### src/sv/clma_pkg.sv
// Shared types, constants and helpers for the command latency metrics block.
`timescale 1ns / 1ps
`default_nettype none
package clma_pkg;

    // Moving-average weights rounded to Q0.32
    localparam logic [31:0] W_MEDIAN  = 32'd21474836;
    localparam logic [31:0] W_HIGH    = 32'd429497;
    localparam logic [31:0] W_EXTREME = 32'd42950;

    localparam int NUM_AVGS  = 3;
    localparam int NUM_TERMS = 3;
    localparam int MUL_STEPS = NUM_AVGS * NUM_TERMS;
    localparam int STEP_W    = $clog2(MUL_STEPS + 1);

    // Hit ratio: 16 quotient bits plus one bit for exactly 1.0
    localparam int Q_BITS   = 16;
    localparam int RATIO_W  = Q_BITS + 1;
    localparam int QCNT_W   = $clog2(Q_BITS);
    localparam logic [RATIO_W-1:0] RATIO_ONE = RATIO_W'(1) << Q_BITS;

    typedef enum logic [1:0] {
        AVG_MEDIAN  = 2'd0,
        AVG_HIGH    = 2'd1,
        AVG_EXTREME = 2'd2
    } avg_sel_t;

    typedef enum logic [1:0] {
        TERM_LO     = 2'd0,
        TERM_HI     = 2'd1,
        TERM_SAMPLE = 2'd2
    } term_t;

    function automatic avg_sel_t step_avg(input logic [STEP_W-1:0] step);
        avg_sel_t a;
        case (step)
            STEP_W'(0), STEP_W'(1), STEP_W'(2): a = AVG_MEDIAN;
            STEP_W'(3), STEP_W'(4), STEP_W'(5): a = AVG_HIGH;
            default:                            a = AVG_EXTREME;
        endcase
        return a;
    endfunction

    function automatic term_t step_term(input logic [STEP_W-1:0] step);
        term_t t;
        case (step)
            STEP_W'(0), STEP_W'(3), STEP_W'(6): t = TERM_LO;
            STEP_W'(1), STEP_W'(4), STEP_W'(7): t = TERM_HI;
            default:                            t = TERM_SAMPLE;
        endcase
        return t;
    endfunction

    function automatic logic [31:0] avg_weight(input avg_sel_t a);
        logic [31:0] w;
        unique case (a)
            AVG_MEDIAN:  w = W_MEDIAN;
            AVG_HIGH:    w = W_HIGH;
            AVG_EXTREME: w = W_EXTREME;
            default:     w = W_EXTREME;
        endcase
        return w;
    endfunction

endpackage
`default_nettype wire

### src/sv/clma_mul.sv
// Shared 32x32 multiplier with a registered product.
`timescale 1ns / 1ps
`default_nettype none
module clma_mul (
    input  wire logic        aclk,
    input  wire logic [31:0] op_a,
    input  wire logic [31:0] op_b,
    output logic      [63:0] product
);

    logic [63:0] product_reg;

    always_ff @(posedge aclk) begin
        product_reg <= 64'(op_a) * 64'(op_b);
    end

    assign product = product_reg;

endmodule
`default_nettype wire

### src/sv/clma_div.sv
// Serial restoring divider for the Q1.16 hit ratio, one quotient bit per cycle.
`timescale 1ns / 1ps
`default_nettype none
module clma_div
    import clma_pkg::*;
(
    input  wire logic               aclk,
    input  wire logic               aresetn,
    input  wire logic               start,
    input  wire logic [63:0]        num,
    input  wire logic [63:0]        den,
    output logic                    done,
    output logic [RATIO_W-1:0]      ratio
);

    logic              busy_reg;
    logic              done_reg;
    logic              zero_reg;
    logic              sat_reg;
    logic [QCNT_W-1:0] cnt_reg;
    logic [63:0]       rem_reg;
    logic [63:0]       den_reg;
    logic [Q_BITS-1:0] q_reg;

    logic [64:0] shifted;
    logic        ge;

    assign shifted = {rem_reg, 1'b0};
    assign ge      = shifted >= {1'b0, den_reg};

    always_ff @(posedge aclk) begin
        if (!aresetn) begin
            busy_reg <= 1'b0;
            done_reg <= 1'b0;
        end else begin
            done_reg <= 1'b0;
            if (start) begin
                busy_reg <= 1'b1;
                cnt_reg  <= '0;
                rem_reg  <= num;
                den_reg  <= den;
                q_reg    <= '0;
                zero_reg <= (den == 64'd0);
                sat_reg  <= (den != 64'd0) && (num >= den);
            end else if (busy_reg) begin
                if (zero_reg || sat_reg) begin
                    busy_reg <= 1'b0;
                    done_reg <= 1'b1;
                end else begin
                    if (ge) begin
                        rem_reg <= 64'(shifted - {1'b0, den_reg});
                    end else begin
                        rem_reg <= shifted[63:0];
                    end
                    q_reg   <= {q_reg[Q_BITS-2:0], ge};
                    cnt_reg <= cnt_reg + QCNT_W'(1);
                    if (cnt_reg == QCNT_W'(Q_BITS - 1)) begin
                        busy_reg <= 1'b0;
                        done_reg <= 1'b1;
                    end
                end
            end
        end
    end

    assign done  = done_reg;
    assign ratio = zero_reg ? '0 : (sat_reg ? RATIO_ONE : {1'b0, q_reg});

endmodule
`default_nettype wire

### src/sv/command_latency_metrics_accumulator.sv
// Command latency statistics: counters, three moving averages, peak, hit ratio and slow-log slot.
// Takes one completed-command request and returns one result with the updated statistics.
// While the result side keeps up, each request passes through these steps before the next is accepted:
// - acceptance in the idle state;
// - the multiply steps, in which a single shared 32x32 multiplier forms the three products of each of
//   the three moving averages;
// - the serial divider that yields the hit ratio, sixteen quotient bits and a done strobe;
// - loading the output register.
// When the command count has wrapped to zero or hits are not below commands, the divider
// finishes without forming any quotient bits and the next request is accepted sooner. s_tready is high only while the
// sequencer is idle. A result waiting in the output register does not block the next request
// until that request is done and needs the output register.
// The slow threshold is written on the cfg channel, which is always ready.
`timescale 1ns / 1ps
`default_nettype none
module command_latency_metrics_accumulator
    import clma_pkg::*;
#(
    parameter int SLOW_LOG_DEPTH = 128
) (
    input  wire logic         aclk,
    input  wire logic         aresetn,
    input  wire logic         s_tvalid,
    output logic              s_tready,
    // rx byte count [31:0], tx byte count [63:32], latency [95:64]
    input  wire logic [95:0]  s_tdata,
    // error flag [0], hit flag [1]
    input  wire logic [1:0]   s_tuser,
    output logic              m_tvalid,
    input  wire logic         m_tready,
    // command_total, error_total, hit_total, rx_byte_total, tx_byte_total, avg_median,
    // avg_high, avg_extreme (64 each), peak_latency (32), hit_ratio (17), slow_slot (7)
    output logic [567:0]      m_tdata,
    // slow_logged[0]
    output logic [0:0]        m_tuser,
    input  wire logic         cfg_valid,
    output logic              cfg_ready,
    input  wire logic [31:0]  cfg_data
);

    localparam int SLOT_W = (SLOW_LOG_DEPTH > 1) ? $clog2(SLOW_LOG_DEPTH) : 1;
    localparam logic [SLOT_W-1:0] SLOT_LAST = SLOT_W'(SLOW_LOG_DEPTH - 1);

    typedef enum logic [3:0] {
        S_IDLE = 4'b0001,
        S_MUL  = 4'b0010,
        S_DIV  = 4'b0100,
        S_OUT  = 4'b1000
    } state_t;

    state_t state_reg;

    logic [31:0]       thresh_reg;
    logic [63:0]       cmd_reg, err_reg, hit_reg, rx_reg, tx_reg;
    logic [63:0]       med_reg, high_reg, ext_reg;
    logic [31:0]       peak_reg;
    logic [SLOT_W-1:0] pos_reg;
    logic [31:0]       lat_reg;
    logic              slow_reg;
    logic [SLOT_W-1:0] slot_reg;
    logic [RATIO_W-1:0] ratio_reg;

    logic [STEP_W-1:0] step_reg;
    logic              mac_vld_reg;
    avg_sel_t          mac_avg_reg;
    term_t             mac_term_reg;
    logic [63:0]       acc_reg;
    logic [63:0]       acc_next;

    logic              m_tvalid_reg;
    logic [567:0]      m_tdata_reg;
    logic              m_tuser_reg;

    logic              s_fire;
    logic [31:0]       s_rx_len, s_tx_len, s_latency;
    logic              s_slow;

    avg_sel_t          iss_avg;
    term_t             iss_term;
    logic [63:0]       iss_val;
    logic [31:0]       mul_a;
    logic [63:0]       product;
    logic [63:0]       acc_base;
    logic signed [64:0] round_d;
    logic signed [64:0] round_c;

    logic              div_start;
    logic              div_done;
    logic [RATIO_W-1:0] div_ratio;
    logic              out_free;
    logic [SLOT_W+6:0] slot_ext;

    assign s_tready   = (state_reg == S_IDLE);
    assign s_fire     = s_tvalid && s_tready;
    assign s_rx_len    = s_tdata[31:0];
    assign s_tx_len    = s_tdata[63:32];
    assign s_latency   = s_tdata[95:64];
    assign s_slow      = s_latency >= thresh_reg;
    assign cfg_ready   = 1'b1;

    // Operand selection for the product issued this cycle
    assign iss_avg  = step_avg(step_reg);
    assign iss_term = step_term(step_reg);

    always_comb begin
        case (iss_avg)
            AVG_MEDIAN: iss_val = med_reg;
            AVG_HIGH:   iss_val = high_reg;
            default:    iss_val = ext_reg;
        endcase
        case (iss_term)
            TERM_LO: mul_a = iss_val[31:0];
            TERM_HI: mul_a = iss_val[63:32];
            default: mul_a = lat_reg;
        endcase
    end

    clma_mul u_mul (
        .aclk    (aclk),
        .op_a    (mul_a),
        .op_b    (avg_weight(iss_avg)),
        .product (product)
    );

    // new = avg - hi*w + floor((2^31 - lo*w) / 2^32) + sample*w
    always_comb begin
        case (mac_avg_reg)
            AVG_MEDIAN: acc_base = med_reg;
            AVG_HIGH:   acc_base = high_reg;
            default:    acc_base = ext_reg;
        endcase
        round_d = 65'sd2147483648 - $signed({1'b0, product});
        round_c = round_d >>> 32;
        case (mac_term_reg)
            TERM_LO: acc_next = acc_base + round_c[63:0];
            TERM_HI: acc_next = acc_reg - product;
            default: acc_next = acc_reg + product;
        endcase
    end

    assign div_start = (state_reg == S_MUL) && (step_reg == STEP_W'(MUL_STEPS));
    assign out_free  = !m_tvalid_reg || m_tready;

    clma_div u_div (
        .aclk    (aclk),
        .aresetn (aresetn),
        .start   (div_start),
        .num     (hit_reg),
        .den     (cmd_reg),
        .done    (div_done),
        .ratio   (div_ratio)
    );

    // Sequencer and control
    always_ff @(posedge aclk) begin
        if (!aresetn) begin
            state_reg    <= S_IDLE;
            step_reg     <= '0;
            mac_vld_reg  <= 1'b0;
            m_tvalid_reg <= 1'b0;
        end else begin
            mac_vld_reg <= 1'b0;
            if (m_tvalid_reg && m_tready) begin
                m_tvalid_reg <= 1'b0;
            end
            unique case (state_reg)
                S_IDLE: begin
                    step_reg <= '0;
                    if (s_fire) begin
                        state_reg <= S_MUL;
                    end
                end
                S_MUL: begin
                    if (step_reg == STEP_W'(MUL_STEPS)) begin
                        state_reg <= S_DIV;
                    end else begin
                        mac_vld_reg <= 1'b1;
                        step_reg    <= step_reg + STEP_W'(1);
                    end
                end
                S_DIV: begin
                    if (div_done) begin
                        state_reg <= S_OUT;
                    end
                end
                S_OUT: begin
                    if (out_free) begin
                        m_tvalid_reg <= 1'b1;
                        state_reg    <= S_IDLE;
                    end
                end
                default: state_reg <= S_IDLE;
            endcase
        end
    end

    // Statistics state
    always_ff @(posedge aclk) begin
        if (!aresetn) begin
            thresh_reg <= 32'd10000;
            cmd_reg    <= '0;
            err_reg    <= '0;
            hit_reg    <= '0;
            rx_reg     <= '0;
            tx_reg     <= '0;
            med_reg    <= '0;
            high_reg   <= '0;
            ext_reg    <= '0;
            peak_reg   <= '0;
            pos_reg    <= '0;
        end else begin
            if (cfg_valid && cfg_ready) begin
                thresh_reg <= cfg_data;
            end
            if (s_fire) begin
                cmd_reg <= cmd_reg + 64'd1;
                err_reg <= err_reg + 64'(s_tuser[0]);
                hit_reg <= hit_reg + 64'(s_tuser[1]);
                rx_reg  <= rx_reg + 64'(s_rx_len);
                tx_reg  <= tx_reg + 64'(s_tx_len);
                if (s_latency > peak_reg) begin
                    peak_reg <= s_latency;
                end
                if (s_slow) begin
                    pos_reg <= (pos_reg == SLOT_LAST) ? '0 : pos_reg + SLOT_W'(1);
                end
            end
            // Write back an average once its sample term is in
            if (mac_vld_reg && mac_term_reg == TERM_SAMPLE) begin
                case (mac_avg_reg)
                    AVG_MEDIAN: med_reg  <= acc_next;
                    AVG_HIGH:   high_reg <= acc_next;
                    default:    ext_reg  <= acc_next;
                endcase
            end
        end
    end

    // Payload registers
    always_ff @(posedge aclk) begin
        if (s_fire) begin
            lat_reg  <= s_latency;
            slow_reg <= s_slow;
            slot_reg <= s_slow ? pos_reg : '0;
        end
        if (state_reg == S_MUL) begin
            mac_avg_reg  <= iss_avg;
            mac_term_reg <= iss_term;
        end
        if (mac_vld_reg) begin
            acc_reg <= acc_next;
        end
        if (div_done) begin
            ratio_reg <= div_ratio;
        end
        if (state_reg == S_OUT && out_free) begin
            m_tdata_reg <= {slot_ext[6:0], ratio_reg, peak_reg, ext_reg, high_reg, med_reg,
                            tx_reg, rx_reg, hit_reg, err_reg, cmd_reg};
            m_tuser_reg <= slow_reg;
        end
    end

    assign slot_ext = {7'd0, slot_reg};

    assign m_tvalid   = m_tvalid_reg;
    assign m_tdata    = m_tdata_reg;
    assign m_tuser[0] = m_tuser_reg;

endmodule
`default_nettype wire
### config.mk
export PLATFORM = sky130hd
export DESIGN_NAME = command_latency_metrics_accumulator
export DESIGN_NICKNAME = d
export VERILOG_FILES = /design/src/sv/clma_pkg.sv /design/src/sv/clma_mul.sv /design/src/sv/clma_div.sv /design/src/sv/command_latency_metrics_accumulator.sv
export SDC_FILE = /design/constraint.sdc
export NUM_CORES = 2
export LEC_CHECK = 0
export BUFFER_PORTS_ARGS = -buffer_cell sky130_fd_sc_hd__clkbuf_2
export CAP_MARGIN = 20
export CORE_AREA = 2 2 436 438
export CTS_BUF_LIST = sky130_fd_sc_hd__clkbuf_8 sky130_fd_sc_hd__clkbuf_16
export CTS_CLUSTER_SIZE = 28
export DETAILED_ROUTE_END_ITERATION = 7
export DIE_AREA = 0 0 438 440
export PLACE_DENSITY = 0.74
export SLEW_MARGIN = 20
export SYNTH_ARGS = -nofsm -noshare
export SYNTH_HDL_FRONTEND = slang
export SYNTH_SLANG_ARGS = --single-unit
export TNS_END_PERCENT = 5
### constraint.sdc
create_clock -name aclk -period 87.1 [get_ports aclk]
set_input_delay 17.42 -clock aclk [delete_from_list [all_inputs] [get_ports aclk]]
set_output_delay 17.42 -clock aclk [all_outputs]
set_load 0.1 [all_outputs]
# Word-level counts from Yosys, hierarchy flattened
# Cells that the tools add are included.
dict set report op_classes {
  n_addsub 13
  n_lt_le_gt_ge 4
  eq_ne 25
  n_reduce_logical 35
  bitwise 3
  muxes 34
  mul 1
}
# operator count
set ops {}
lappend ops {{$pmux 64 s2} 3}
lappend ops {{$mux 64} 4}
lappend ops {{$add 64x1->64} 2}
lappend ops {{$add 64x32->64} 2}
lappend ops {{$add 64x64->64} 2}
lappend ops {{$sub 64x64->64} 2}
lappend ops {{$ge 65x64->1} 1}
lappend ops {{$sub 32x64->65 const A} 1}
lappend ops {{$add 64x1->64 const B} 1}
lappend ops {{$ge 64x64->1} 1}
lappend ops {{$logic_not 64->1} 1}
lappend ops {{$pmux 32 s2} 1}
lappend ops {{$reduce_bool 64->1} 1}
lappend ops {{$mul 32x25->57} 1}
lappend ops {{$pmux 25 s2} 1}
lappend ops {{$ge 32x32->1} 1}
lappend ops {{$gt 32x32->1} 1}
lappend ops {{$mux 16} 2}
lappend ops {{$mux 4} 7}
lappend ops {{$eq 4x3->1 const B} 5}
lappend ops {{$mux 17} 1}
lappend ops {{$pmux 4 s4} 1}
lappend ops {{$reduce_and 2->1} 8}
lappend ops {{$reduce_or 3->1} 5}
lappend ops {{other kinds (24)} 60}
dict set report word_totals {
  out_inout_bits 572
  regBits 1503
  elab_cells 149
}

# Logic depth before layout (Yosys ltp)
dict set report depth {
  word_depth 7
  depth_mapped 40
  depth_no_buf 37
}

# Hierarchy
# From an unflattened synthesis, not the netlist that was laid out.
dict set report hier_totals {
  cells_unflattened 11213
  area_unflattened_um2 108537.8
}
# mod instances area_each_um2 cells_per_inst seq_area_each_um2
set by_module_without_submodules {}
lappend by_module_without_submodules {command_latency_metrics_accumulator 1 61569.0 6089 32711.4}
lappend by_module_without_submodules {clma_mul 1 34753.3 3819 1281.2}
lappend by_module_without_submodules {clma_div 1 12215.5 1305 4544.4}

# Least setup slack after synthesis
# OpenSTA, ideal clock, no wires.
dict set report synth_path {
  path_kind {input to register}
  startpoint {input port m_tready}
  endpoint {register m_tdata_reg[0], in the netlist m_tdata[0] (enable)}
  n_path_buf 0
  slack_ps 13828
  setup_time_ps 2893
  required_ps 84207
  t_arrival_ps 70379
  path_stages 2
  path_cell_list {nor2b_1 nor4_1}
}
dict set report synth_between {
  elab_chain_len 2
}
# item line_no
set synth_lines {}
lappend synth_lines {{from (decl)} command_latency_metrics_accumulator.sv:30} ;# input wire logic m_tready,
lappend synth_lines {{$logic_or 1x1->1} command_latency_metrics_accumulator.sv:142} ;# assign out_free = !m_tvalid_reg || m_tready;
lappend synth_lines {{$logic_and 1x1->1} command_latency_metrics_accumulator.sv:256} ;# if (state_reg == S_OUT && out_free) begin
lappend synth_lines {{to (signal assigned)} command_latency_metrics_accumulator.sv:257} ;# m_tdata_reg <= {slot_ext[6:0], ratio_reg, peak_reg, ext_reg, high_reg, med_reg,
lappend synth_lines {{to (decl)} command_latency_metrics_accumulator.sv:71} ;# logic [567:0] m_tdata_reg;
# Every way passes these cells.
# A chain may end at the register's enable or synchronous reset.

# Worst setup path after layout
dict set report layout_path {
  startpoint {input port s_tdata[0]}
  endpoint {register rx_reg[52]}
}
dict set report layout_between {
  elab_chain_len 1
}
# item line_no
set layout_lines {}
lappend layout_lines {{from (decl)} command_latency_metrics_accumulator.sv:26} ;# input wire logic [95:0] s_tdata,
lappend layout_lines {{$add 64x32->64} command_latency_metrics_accumulator.sv:219} ;# rx_reg <= rx_reg + 64'(s_rx_len);
lappend layout_lines {{to (signal assigned)} command_latency_metrics_accumulator.sv:219}
lappend layout_lines {{to (decl)} command_latency_metrics_accumulator.sv:54} ;# logic [63:0] cmd_reg, err_reg, hit_reg, rx_reg, tx_reg;
# Every way passes these cells.

==> Flow_metrics.wiki <==
{| class="wikitable"
! Metric !! Value
|-
| Run status || finished, final reports clean
|-
| Vias per Instance || around 5.9
|-
| Post-Syn Nets || around 11000
|-
| Root Buffer || sky130_fd_sc_hd__clkbuf_16
|-
| Fraction of synthesis flops using an asynchronous set or reset pin || 0%
|-
| Share of synthesized area occupied by flip-flops and latches || between 40% and 50%
|-
| Crit-path leading delay family || compound AO/OA/AOI/OAI gates
|-
| Minimum setup slack among reg-to-reg paths || around 75 ns
|-
| Max-capacitance violation count || 0
|-
| Number of setup violations in the final report || 0
|-
| Count of unique library cells instantiated by Yosys || between 80 and 90
|-
| Number of buffers inserted by post-CTS setup repair || 0
|-
| Port Buf Inserts || between 700 and 800
|-
| 1st-iter DRT viols || about 7300
|-
| Die Width || ~440 um
|-
| Overflow left after global routing || 0
|-
| Share of Yosys cell area claimed by the top area cell type || a little over a quarter
|-
| Row Count || between 150 and 200
|-
| Die ar. || ~0.19 sq mm
|-
| Cell Chain, Critical Path || clkbuf_2 > ha_1 > inv_1 > fa_1 > nor2b_1 > o21a_1 > o21ai_0 > a2111o_1 > a31oi_1 > a221oi_1 > o21ai_0 > nand2_1 > nor4b_1 > xnor2_1 > nor2_1
|-
| Area growth from synthesis to layout || 12.3%
|-
| Required time of the worst setup path || 87.79 ns
|-
| Count of vias placed by the detailed router || about 75000
|-
| Average footprint of a synthesized cell || 9.81 sq um
|-
| Dominant cell type by count on the critical path || sky130_fd_sc_hd__o21ai_0
|-
| Initial antenna violation count || 35
|-
| Final total negative setup slack || 0 ns
|-
| Least setup slack across all paths after layout || roughly 66 ns
|-
| Reg2reg path depth || 37
|-
| Number of enable flip-flop cells after synthesis || ~840
|-
| Setup Slack @ Placement || approximately 66 ns
|-
| Most common library cell in the layout ignoring fill and taps || sky130_fd_sc_hd__inv_1
|-
| Routed wire length per instance || around 25 um
|-
| Wire length of the first global-routing pass || 474 mm
|-
| Routed wire length || between 300 and 400 mm
|-
| Worst hold path type || reg -> reg
|-
| Clock network latency to the later pin of the worst-skew pair || ~0.87 ns
|-
| Worst setup path startpoint || s_tdata[0]
|-
| Number of global-route vias before repair || 73427
|-
| Num CTS Buffers || roughly 160
|-
| Cell types with the largest area share after synthesis || sky130_fd_sc_hd__edfxtp_1 (27%), sky130_fd_sc_hd__dfxtp_1 (14%), sky130_fd_sc_hd__fa_1 (11%)
|-
| Total Routing Usage GR || between 30% and 40%
|-
| Crit. End Element || register
|-
| Hold buffer count at CTS || 0
|-
| Final hold viol count || 0
|-
| Largest clock skew in the final design || just under 0.09 ns
|-
| Count of yosys warnings during synthesis || 0
|-
| Critical Path Source Type || input pin
|-
| Reg-to-Reg Start || step_reg[1]
|-
| Max IR drop VDD || between 0.015 and 0.02 mV
|-
| Power density cells || around 20 mW/mm^2
|-
| Most area-hungry cell type in the Yosys netlist || sky130_fd_sc_hd__edfxtp_1
|-
| Max FFs per register || 568
|-
| Count of instances resized after the clock tree is built || 0
|-
| Worst setup endpoint || rx_reg[52]
|-
| Clock-pin slew of the registers on the worst-case setup and hold paths || 0.06 ns
|-
| Critical Path Slowest Stage Cell || sky130_fd_sc_hd__a31oi_1
|-
| Die Y || ~440 um
|-
| Leakage power of the design || roughly 47 nW
|-
| Tot Pwr || roughly 2.1 mW
|-
| Slew headroom || 10.1%
|-
| Number of routed nets with antenna violations || 0
|-
| Ratio of cells with drive above 1 in the final layout || around 11%
|-
| CP Data Arrival Time || between 20 and 25 ns
|-
| Largest stage delay on the critical path || 0.57 ns
|-
| Largest fanout on the critical path || 16
|-
| Peak Freq || 48.5 MHz
|-
| Clock tree from TritonCTS || done
|-
| Critical setup path kind || in -> reg
|-
| Core region area || between 0.15 and 0.2 sq mm
|-
| Combined area of all synthesized cells || a little over 0.09 sq mm
|-
| Largest net degree at the start of global routing || 152
|-
| Filler cell count || approximately 17000
|-
| DRC errors left || 0
|-
| Main flop type after synthesis || sky130_fd_sc_hd__edfxtp_1
|-
| # IOs || between 700 and 800
|-
| Routability Congestion || between 1 and 1.5
|-
| Tightest Pin Transition || roughly 1.3 ns
|-
| Total stage count of the critical path || 15
|-
| First-pass iteration count of the detailed router || 6
|-
| CTS H-tree depth || 4
|-
| CTS Sinks || 1496
|-
| Final Slew Violations || 0
|-
| Clock Tree Buf Depth || 3
|-
| Cells after Synth || roughly 9500
|-
| Nets@finish || about 11000
|-
| FF-to-FF End || u_mul.product[56]
|-
| Flops & latches, synth || about 1500
|-
| Share of the clock period used by the worst path || 23.7%
|-
| Shortest period the worst path allows || ~21 ns
|-
| Setup repair after global routing missed its margin || no
|-
| Most used cells in the layout excluding fill and tap cells || sky130_fd_sc_hd__inv_1 (1087), sky130_fd_sc_hd__nand2_1 (879), sky130_fd_sc_hd__edfxtp_1 (844)
|-
| Detailed placer's ending HPWL || 255 mm
|-
| Starting utilization of the core area || 49.6%
|-
| Critical path buffer and inverter count || 2
|}
[per-layer routing]
metal  up-vias  share of wire (%)  track usage (%)
li1      34087                  -                -
met5         -              0.043                0
met1     36590                 38             40.0
met2      3466                 46             53.3
met4        22                7.8             21.7
met3       778                8.2             6.84
[cells in the mapped netlist, types with 12 or more instances]
library cell and instances:
sky130_fd_sc_hd__or3_1 69, sky130_fd_sc_hd__nor2b_1 58, sky130_fd_sc_hd__o21a_1 52, sky130_fd_sc_hd__and2_1 102, sky130_fd_sc_hd__edfxtp_1 844, sky130_fd_sc_hd__nor2_1 799, sky130_fd_sc_hd__or2_2 20, sky130_fd_sc_hd__xnor2_1 327
sky130_fd_sc_hd__mux2i_1 111, sky130_fd_sc_hd__and4_1 23, sky130_fd_sc_hd__inv_1 1049, sky130_fd_sc_hd__dfxtp_1 652, sky130_fd_sc_hd__o21bai_1 38, sky130_fd_sc_hd__a221oi_1 12, sky130_fd_sc_hd__a21oi_1 723, sky130_fd_sc_hd__nor3_1 110
sky130_fd_sc_hd__nand4_1 140, sky130_fd_sc_hd__ha_1 731, sky130_fd_sc_hd__o211ai_1 99, sky130_fd_sc_hd__nor4_1 46, sky130_fd_sc_hd__a221o_1 15, sky130_fd_sc_hd__a211oi_1 105, sky130_fd_sc_hd__and3_1 88, sky130_fd_sc_hd__nand2b_1 48
sky130_fd_sc_hd__a31oi_1 48, sky130_fd_sc_hd__nand3_1 244, sky130_fd_sc_hd__o31ai_1 31, sky130_fd_sc_hd__o21ai_0 527, sky130_fd_sc_hd__clkbuf_1 343, sky130_fd_sc_hd__fa_1 501, sky130_fd_sc_hd__a21o_1 229, sky130_fd_sc_hd__buf_1 23
sky130_fd_sc_hd__xor2_1 242, sky130_fd_sc_hd__nor3b_1 12, sky130_fd_sc_hd__nand2_1 880
[final cells by class]
| class | instances | area [sq um] | area share [%] |
|---|---|---|---|
| diodes | 21 | 52.6 | 0.0500 |
| clock buffers | 182 | 4370 | 4.16 |
| clock inverters | 116 | 1050 | 0.996 |
| inverters | 1050 | 3960 | 3.76 |
| multi-input cells | 6616 | 50000 | 47.5 |
| flip-flops and latches | 1496 | 38400 | 36.5 |
| well taps | 2511 | 3140 | 2.99 |
| repair buffers | 784 | 4170 | 3.96 |
[metrics by stage]
stage / utilization, % / hold WS (ns) / instance area (sq um) / std cells
6_report: 55.7 / 0.420 / 105000 / 12776
5_1_grt: 55.7 / 0.428 / 105000 / 12771
4_1_cts: 55.7 / 0.420 / 105000 / 12754
3_5_place_dp: 52.8 / 0.405 / 99600 / 12456
3_3_place_gp: 52.8 / 0.401 / 99600 / 12455
2_1_floorplan: - / 0.400 / 93600 / 9538
[kinds of logic after synthesis]
group,share of synthesized area [%]
mux,1.20
compound gates,13.0
xor+xnor,5.33
buf+inv,5.75
fa+ha+maj,20.5
flops,41.0
other cells,0.00401
simple gates,13.2
[how the worst min path moves through the flow]
| stage | startpoint | endpoint | slack (ns) | cells past startpoint |
|---|---|---|---|---|
| final | ratio_reg[0] | m_tdata[544] | 0.42 | 0 |
| after global placement | ratio_reg[13] | m_tdata[557] | 0.40 | 0 |
| after floorplan | ratio_reg[0] | m_tdata[544] | 0.40 | 0 |
| after CTS | ratio_reg[0] | m_tdata[544] | 0.42 | 0 |
| after detailed placement | ratio_reg[0] | m_tdata[544] | 0.41 | 0 |
| after global routing | ratio_reg[5] | m_tdata[549] | 0.43 | 0 |
[where the power goes]
part           internal (mW)  switching [mW]
clock                  0.391           0.304
combinational          0.205           0.397
sequential             0.769          0.0253
total                   1.37           0.727
Note: power is estimated with default switching activity, not from simulation.
